--- src/rtl/ssra_pkg.sv ---
package ssra_pkg;

  localparam int SENSOR_REGS   = 64;
  localparam int ACTUATOR_REGS = 64;
  localparam int SENS_AW       = (SENSOR_REGS > 1) ? $clog2(SENSOR_REGS) : 1;

  localparam int QUEUE_DEPTH = 2;
  localparam int QUEUE_AW    = $clog2(QUEUE_DEPTH);

  typedef enum logic [1:0] {
    OP_BYTE  = 2'd0,
    OP_INIT  = 2'd1,
    OP_START = 2'd2,
    OP_LOAD  = 2'd3
  } op_t;

  localparam logic [7:0] CMD_READ  = 8'd1;
  localparam logic [7:0] CMD_WRITE = 8'd2;

  typedef enum logic [2:0] {
    PH_CMD  = 3'b001,
    PH_ADDR = 3'b010,
    PH_DATA = 3'b100
  } phase_t;

  typedef struct packed {
    logic [1:0] operation;
    logic [7:0] rx_byte;
    logic [5:0] sensor_index;
    logic [7:0] sensor_value;
  } req_t;

  typedef struct packed {
    logic       tx_valid;
    logic [7:0] tx_byte;
    logic       act_write_valid;
    logic [5:0] act_write_index;
    logic [7:0] act_write_value;
    logic       sensor_lock_held;
    logic       actuator_lock_held;
  } rsp_t;

  // Classified request as it travels through the queue
  typedef struct packed {
    op_t                kind;
    logic               load_ok;
    logic [7:0]         rx_byte;
    logic [SENS_AW-1:0] load_index;
    logic [7:0]         load_value;
  } item_t;

endpackage

--- src/rtl/spi_slave_register_access_core.sv ---
// Path: a request accepted into the queue is popped into the response register when the response
// side does not stall, and its response is then valid from that register.
// Throughput: one request per cycle while the queue is not full; the two-entry queue and the response register
// keep responses flowing each cycle while the response side does not stall; the request side sees stall
// while the queue is full, which lasts until the queue is popped after a response stall ends.
// Reset (rst, synchronous): engine stopped, counters and locks cleared, sensor bank reads zero.
module spi_slave_register_access_core
  import ssra_pkg::*;
(
  input  logic clk,
  input  logic rst,
  input  logic req_valid,
  output logic req_stall,
  input  req_t req,
  output logic rsp_valid,
  input  logic rsp_stall,
  output rsp_t rsp
);

  logic  full;
  logic  push;
  item_t item;
  logic  pop;
  logic  head_valid;
  item_t head_item;

  ssra_front u_front (
    .req_valid (req_valid),
    .req_stall (req_stall),
    .req       (req),
    .full      (full),
    .push      (push),
    .item      (item)
  );

  ssra_queue u_queue (
    .clk        (clk),
    .rst        (rst),
    .push       (push),
    .push_item  (item),
    .full       (full),
    .pop        (pop),
    .head_valid (head_valid),
    .head_item  (head_item)
  );

  ssra_back u_back (
    .clk        (clk),
    .rst        (rst),
    .head_valid (head_valid),
    .head_item  (head_item),
    .pop        (pop),
    .rsp_valid  (rsp_valid),
    .rsp_stall  (rsp_stall),
    .rsp        (rsp)
  );

endmodule

--- src/rtl/ssra_front.sv ---
module ssra_front
  import ssra_pkg::*;
(
  input  logic  req_valid,
  output logic  req_stall,
  input  req_t  req,
  input  logic  full,
  output logic  push,
  output item_t item
);

  logic [7:0] idx_ext;

  assign idx_ext   = {2'b00, req.sensor_index};
  assign req_stall = full;
  assign push      = req_valid && !full;

  always_comb begin
    item.kind       = op_t'(req.operation);
    item.load_ok    = ({3'b000, req.sensor_index} < 9'(SENSOR_REGS));
    item.rx_byte    = req.rx_byte;
    item.load_index = idx_ext[SENS_AW-1:0];
    item.load_value = req.sensor_value;
  end

endmodule

--- src/rtl/ssra_queue.sv ---
module ssra_queue
  import ssra_pkg::*;
(
  input  logic  clk,
  input  logic  rst,
  input  logic  push,
  input  item_t push_item,
  output logic  full,
  input  logic  pop,
  output logic  head_valid,
  output item_t head_item
);

  item_t                entries [QUEUE_DEPTH];
  logic [QUEUE_AW-1:0]  wr_ptr;
  logic [QUEUE_AW-1:0]  rd_ptr;
  logic [QUEUE_AW:0]    count;

  assign full       = (count == (QUEUE_AW+1)'(QUEUE_DEPTH));
  assign head_valid = (count != '0);
  assign head_item  = entries[rd_ptr];

  always_ff @(posedge clk) begin
    if (push) begin
      entries[wr_ptr] <= push_item;
    end
  end

  always_ff @(posedge clk) begin
    if (rst) begin
      wr_ptr <= '0;
      rd_ptr <= '0;
      count  <= '0;
    end else begin
      if (push) begin
        wr_ptr <= (wr_ptr == QUEUE_AW'(QUEUE_DEPTH - 1)) ? '0 : wr_ptr + 1'b1;
      end
      if (pop) begin
        rd_ptr <= (rd_ptr == QUEUE_AW'(QUEUE_DEPTH - 1)) ? '0 : rd_ptr + 1'b1;
      end
      priority if (push && !pop) begin
        count <= count + 1'b1;
      end else if (pop && !push) begin
        count <= count - 1'b1;
      end
    end
  end

endmodule

--- src/rtl/ssra_back.sv ---
module ssra_back
  import ssra_pkg::*;
(
  input  logic  clk,
  input  logic  rst,
  input  logic  head_valid,
  input  item_t head_item,
  output logic  pop,
  output logic  rsp_valid,
  input  logic  rsp_stall,
  output rsp_t  rsp
);

  // transaction state
  logic       running;
  phase_t     phase;
  logic [7:0] command_byte;
  logic [7:0] base_address;
  logic [7:0] read_offset;
  logic [7:0] write_offset;
  logic       lock_s;
  logic       lock_a;

  logic       running_next;
  phase_t     phase_next;
  logic [7:0] command_byte_next;
  logic [7:0] base_address_next;
  logic [7:0] read_offset_next;
  logic [7:0] write_offset_next;
  logic       lock_s_next;
  logic       lock_a_next;

  // sensor bank
  logic [7:0]       sensor_mem [SENSOR_REGS];
  logic [SENSOR_REGS-1:0] sensor_vld;
  logic [7:0]       mem_q;

  // result register
  logic       tx_valid_q;
  logic       tx_mem_q;
  logic [7:0] tx_imm_q;
  logic       rd_hit_q;
  logic       awv_q;
  logic [5:0] awi_q;
  logic [7:0] awd_q;

  logic               adv;
  logic [7:0]         a_rd;
  logic [7:0]         a_wr;
  logic               tx_v;
  logic               tx_mem;
  logic [7:0]         tx_imm;
  logic               rd_en;
  logic               rd_ok;
  logic [SENS_AW-1:0] rd_idx;
  logic               ld_en;
  logic               awv;
  logic [5:0]         awi;
  logic [7:0]         awd;

  assign adv  = !rsp_valid || !rsp_stall;
  assign pop  = head_valid && adv;
  assign a_rd = base_address + read_offset;
  assign a_wr = base_address + write_offset;

  always_comb begin
    running_next      = running;
    phase_next        = phase;
    command_byte_next = command_byte;
    base_address_next = base_address;
    read_offset_next  = read_offset;
    write_offset_next = write_offset;
    lock_s_next       = lock_s;
    lock_a_next       = lock_a;
    tx_v              = 1'b0;
    tx_mem            = 1'b0;
    tx_imm            = 8'd0;
    rd_en             = 1'b0;
    rd_ok             = 1'b0;
    rd_idx            = a_rd[SENS_AW-1:0];
    ld_en             = 1'b0;
    awv               = 1'b0;
    awi               = 6'd0;
    awd               = 8'd0;
    unique case (head_item.kind)
      OP_INIT: begin
        running_next      = 1'b0;
        phase_next        = PH_CMD;
        command_byte_next = 8'd0;
        base_address_next = 8'd0;
        read_offset_next  = 8'd0;
        write_offset_next = 8'd0;
        lock_s_next       = 1'b0;
        lock_a_next       = 1'b0;
        tx_v              = 1'b1;
      end
      OP_START: begin
        running_next = 1'b1;
      end
      OP_LOAD: begin
        ld_en = head_item.load_ok;
      end
      OP_BYTE: begin
        if (running) begin
          unique case (phase)
            PH_CMD: begin
              command_byte_next = head_item.rx_byte;
              tx_v              = 1'b1;
              tx_imm            = head_item.rx_byte;
              phase_next        = PH_ADDR;
            end
            PH_ADDR: begin
              base_address_next = head_item.rx_byte;
              tx_v              = 1'b1;
              tx_imm            = head_item.rx_byte;
              phase_next        = PH_DATA;
            end
            PH_DATA: begin
              priority if (command_byte == CMD_READ) begin
                lock_s_next      = 1'b1;
                tx_v             = 1'b1;
                tx_mem           = 1'b1;
                rd_en            = 1'b1;
                rd_ok            = ({1'b0, a_rd} < 9'(SENSOR_REGS));
                read_offset_next = read_offset + 8'd1;
              end else if (command_byte == CMD_WRITE) begin
                lock_a_next = 1'b1;
                if ({1'b0, a_wr} < 9'(ACTUATOR_REGS)) begin
                  awv               = 1'b1;
                  awi               = a_wr[5:0];
                  awd               = head_item.rx_byte;
                  write_offset_next = write_offset + 8'd1;
                end
              end else begin
                // unknown command: drop the data byte
              end
            end
            default: begin
              phase_next = PH_CMD;
            end
          endcase
        end
      end
    endcase
  end

  always_ff @(posedge clk) begin
    if (pop && ld_en) begin
      sensor_mem[head_item.load_index] <= head_item.load_value;
    end
    if (pop && rd_en) begin
      mem_q <= sensor_mem[rd_idx];
    end
  end

  always_ff @(posedge clk) begin
    if (pop) begin
      tx_valid_q <= tx_v;
      tx_mem_q   <= tx_mem;
      tx_imm_q   <= tx_imm;
      rd_hit_q   <= rd_ok && sensor_vld[rd_idx];
      awv_q      <= awv;
      awi_q      <= awi;
      awd_q      <= awd;
    end
  end

  always_ff @(posedge clk) begin
    if (rst) begin
      running      <= 1'b0;
      phase        <= PH_CMD;
      command_byte <= 8'd0;
      base_address <= 8'd0;
      read_offset  <= 8'd0;
      write_offset <= 8'd0;
      lock_s       <= 1'b0;
      lock_a       <= 1'b0;
      sensor_vld   <= '0;
      rsp_valid    <= 1'b0;
    end else begin
      if (pop) begin
        running      <= running_next;
        phase        <= phase_next;
        command_byte <= command_byte_next;
        base_address <= base_address_next;
        read_offset  <= read_offset_next;
        write_offset <= write_offset_next;
        lock_s       <= lock_s_next;
        lock_a       <= lock_a_next;
        if (ld_en) begin
          sensor_vld[head_item.load_index] <= 1'b1;
        end
        rsp_valid <= 1'b1;
      end else if (adv) begin
        rsp_valid <= 1'b0;
      end
    end
  end

  always_comb begin
    rsp.tx_valid           = tx_valid_q;
    rsp.tx_byte            = tx_mem_q ? (rd_hit_q ? mem_q : 8'd0) : tx_imm_q;
    rsp.act_write_valid    = awv_q;
    rsp.act_write_index    = awi_q;
    rsp.act_write_value    = awd_q;
    rsp.sensor_lock_held   = lock_s;
    rsp.actuator_lock_held = lock_a;
  end

endmodule

--- config.mk ---
export PLATFORM = sky130hd
export DESIGN_NAME = spi_slave_register_access_core
export DESIGN_NICKNAME = d
export VERILOG_FILES = /design/src/rtl/ssra_pkg.sv /design/src/rtl/spi_slave_register_access_core.sv /design/src/rtl/ssra_front.sv /design/src/rtl/ssra_queue.sv /design/src/rtl/ssra_back.sv
export SDC_FILE = /design/constraint.sdc
export NUM_CORES = 1
export LEC_CHECK = 0
export ABC_AREA = 1
export BUFFER_PORTS_ARGS = -buffer_cell sky130_fd_sc_hd__buf_2
export CORE_UTILIZATION = 25
export CTS_CLUSTER_SIZE = 40
export DETAILED_ROUTE_END_ITERATION = 10
export PLACE_DENSITY_LB_ADDON = 0.12
export SLEW_MARGIN = 15
export SYNTH_ARGS = -nofsm -noshare
export SYNTH_HDL_FRONTEND = slang
export SYNTH_SLANG_ARGS = --single-unit
--- constraint.sdc ---
create_clock -name clk -period 5.7 [get_ports clk]
set_clock_uncertainty 0.15 [all_clocks]
set_input_delay 0.57 -clock clk [delete_from_list [all_inputs] [get_ports clk]]
set_output_delay 0.57 -clock clk [all_outputs]
set_load 0.02 [all_outputs]
==> results.cfg <==
[power_and_ir_drop]
vdd_drop_max_mv = 0.250
powerDensity_mw_per_mm2 = 497
power_leakage_nw = 11.3

[synthesis]
async_flop_share_pct = 0
yosys-top-cells-area = edfxtp_1 (62%), nor2_1 (8.2%), dfxtp_1 (7.5%)
ys_types = 39
synth_nets = 2677
syn_inst = 2626
synth-edff-count = 594
yosysTopAreaCellShare_pct = 62.0
yosysMostFrequentCell = nor2_1
synthTopCellsByCount = nor2_1 (628), edfxtp_1 (594), nand2_1 (310), o21ai_0 (290), nand3_1 (149)
ys_seq_area_share_pct = 69.5
syn_area_mm2 = 0.0288
syn-mean-instance-area_um2 = 11.0
synth_top_area_cell = edfxtp_1
yosysWarnings = 0
ys_ff_latch = 702
synthFlopType = edfxtp_1

[worst_hold_path]
hp-start = rsp_stall
hp-class = in -> reg

[setup_path]
required_ns = 5.95
cp-startpoint = u_back.read_offset[0]$_SDFFE_PP0P_
worstPathArrival_ns = 4.13
cp-end-kind = register
crit_end = u_back.rd_hit_q$_DFFE_PP_
crit_fanout = 23
crit-reg2reg-launch = u_back.read_offset[0]$_SDFFE_PP0P_
rr_worst_depth = 15
reg2reg_slack_ns = 1.82
crit_type = reg -> reg
rr_endpoint = u_back.rd_hit_q$_DFFE_PP_
worstSetupStartpointType = register

[layout]
nNetsFinal = 2734
finish.instance_area_mm2 = 0.0335
fillers = 11881
layout-drive-gt1-share_pct = 8.76
area_delta_synth_final_pct = 16.4
final-instance-count-excl-fill = 4265

[global_route]
grt_pass1_vias = 19955
overflow = 0
grt_max_degree = 160
grt_pass1_wl_mm = 132
groute.usage.overall_pct = 15.1
antenna_found_initial = 0

[clock_network]
cts_hold_buf = 24
post-cts-setup-buffers = 0
clkSlewWorstSetupHoldPaths_ns = 0.06
postCtsResizedCells = 0
h-tree-depth = 3
clock_latency_ns = 0.65
clockBufferDepth = 3
cts-root-buf = clkbuf_16
cts_buffers = 82
cts_tree = done
cts_sinks = 702

[die]
core_mm2 = 0.114
dieHeight_um = 341
io_pins = 56
start_util_pct = 25.2
rows = 124
die_area_mm2 = 0.116
die_w_um = 341

[outcome]
outcome = complete, no violations

[routing]
maxUsedRoutingLayer = met4
wl_per_cell_um = 20.7
wl_met1_mm = 40.5
drc_errors = 0
antenna_left = 0
met2_length_mm = 42.9
wl_met3_mm = 3.24
dr.pass1.iters = 4
viasPerCell = 4.58
vias = 19525
wl_mm = 88.2
drt_iter0_drc = 1278

[placement]
placedCellCount = 4087
placed_area_mm2 = 0.0307
place.gp.congestion = 0.809
pre_cts_slack_ns = 1.81
io_buffer_count = 55
hpwlAfterDp_mm = 53.9

[sta]
grt_setup_unrepaired = false
finalCriticalPeriod_ns = 3.88
setup_ws_ns = 1.82
fmax_ghz = 0.258
setup_viol = 0
hold_violations = 0
relSlewSlack_pct = 25.7
finalMaxSlewViolations = 0
tightest_slew_ns = 1.11
finalCritPeriodShare_pct = 68.0
tns_ns = 0
hold_ws_ns = 0.0975

[job]
drv_cap = 0
how the worst min path moves through the flow:
stage	end	cells after the start	slack [ns]
3_5_place_dp	u_back.command_byte[7]$_SDFFE_PP0P_	2	0.29
4_1_cts	u_back.rsp_valid$_SDFFE_PP0P_	3	0.05
3_3_place_gp	u_back.command_byte[7]$_SDFFE_PP0P_	2	0.29
2_1_floorplan	register	1	0.28
5_1_grt	u_back.rsp_valid$_SDFFE_PP0P_	3	0.13
6_report	u_back.rsp_valid$_SDFFE_PP0P_	3	0.1
flip-flops by register name (all words and copies together) (netlist names), 6 cells and up, named ones only:
name,count
u_back.awd_q,8
u_back.awi_q,6
u_back.base_address,8
u_back.command_byte,8
u_back.mem_q,8
u_back.read_offset,8
u_back.sensor_mem,512
u_back.sensor_vld,64
u_back.tx_imm_q,8
u_back.write_offset,8
u_queue.entries,48
cells in the final DEF, fill, tap and decap left out, drive strengths merged, types with 3 or more instances in the layout:
master / synthesis / routed
nor2: 631 / 631
edfxtp: 594 / 594
o21ai: 373 / 373
nand2: 311 / 311
nand3: 149 / 149
clkbuf: 79 / 112
dfxtp: 108 / 108
inv: 99 / 103
buf: 64 / 92
a21oi: 63 / 63
o22ai: 51 / 51
clkinv: 1 / 29
o211ai: 27 / 27
dlygate4sd3: 0 / 24
ha: 21 / 21
mux2: 8 / 8
mux2i: 8 / 8
nor3: 7 / 7
nand3b: 6 / 6
nand4: 6 / 6
bufinv: 0 / 5
nor3b: 4 / 4
xnor2: 4 / 4
or2: 3 / 3
clkinvlp: 0 / 3
routing by layer:
metal | vias to the layer above | track usage (%)
met3 | 96 | 2.06
met2 | 391 | 25.6
met1 | 9738 | 20.1
met4 | 0 | 3.96
li1 | 9300 | -
met5 | - | 0
area by class of cell:
class | instances | area [um2] | share of cell area [%]
Timing Repair Buffer | 116 | 858 | 2.56
Inverter | 100 | 383 | 1.14
Clock buffer | 112 | 2190 | 6.55
Multi-Input combinational cell | 1681 | 7800 | 23.3
Sequential cell | 702 | 20000 | 59.7
Tap cell | 1512 | 1890 | 5.65
Clock inverter | 40 | 363 | 1.08
Antenna cell | 2 | 5.00 | 0.0149
critical path, stage by stage (launching register included):
cell and delay (ns):
dfxtp_1 0.46, ha_4 0.19, inv_1 0.05, fa_4 0.64
inv_2 0.51, buf_4 0.39, buf_4 0.31, nand3_1 0.17
nand2_1 0.12, nand2_1 0.05, nand3_1 0.08, nand3_1 0.14
nand2_1 0.12, nand2_1 0.09, nand3_1 0.09, nor2_1 0.05
power breakdown:
part           leakage [nW]  internal (mW)  switching (mW)
sequential             6.25           6.25           0.135
clock                  1.24           2.93            2.13
combinational          3.81           1.30            3.92
metrics by stage:
stage / util [%] / power, mW
floorplan: - / 9.64
global placement: 26.9 / 11.8
detailed placement: 26.9 / 11.8
CTS: 29.3 / 16.9
global route: 29.3 / 17.6
finish: 29.3 / 16.7
cell families after synthesis:
kind of cell / Yosys count / synth area share (%)
and+or+nand+nor: 1118 / 15.5
DFF: 702 / 69.5
AOI/OAI and AO/OA: 518 / 9.52
buffers and inverters: 243 / 3.54
adders and majority gates: 23 / 1.05
muxes: 16 / 0.591
xor gates and xnor gates: 6 / 0.261
No activity file was read; power rests on OpenSTA's default activity.
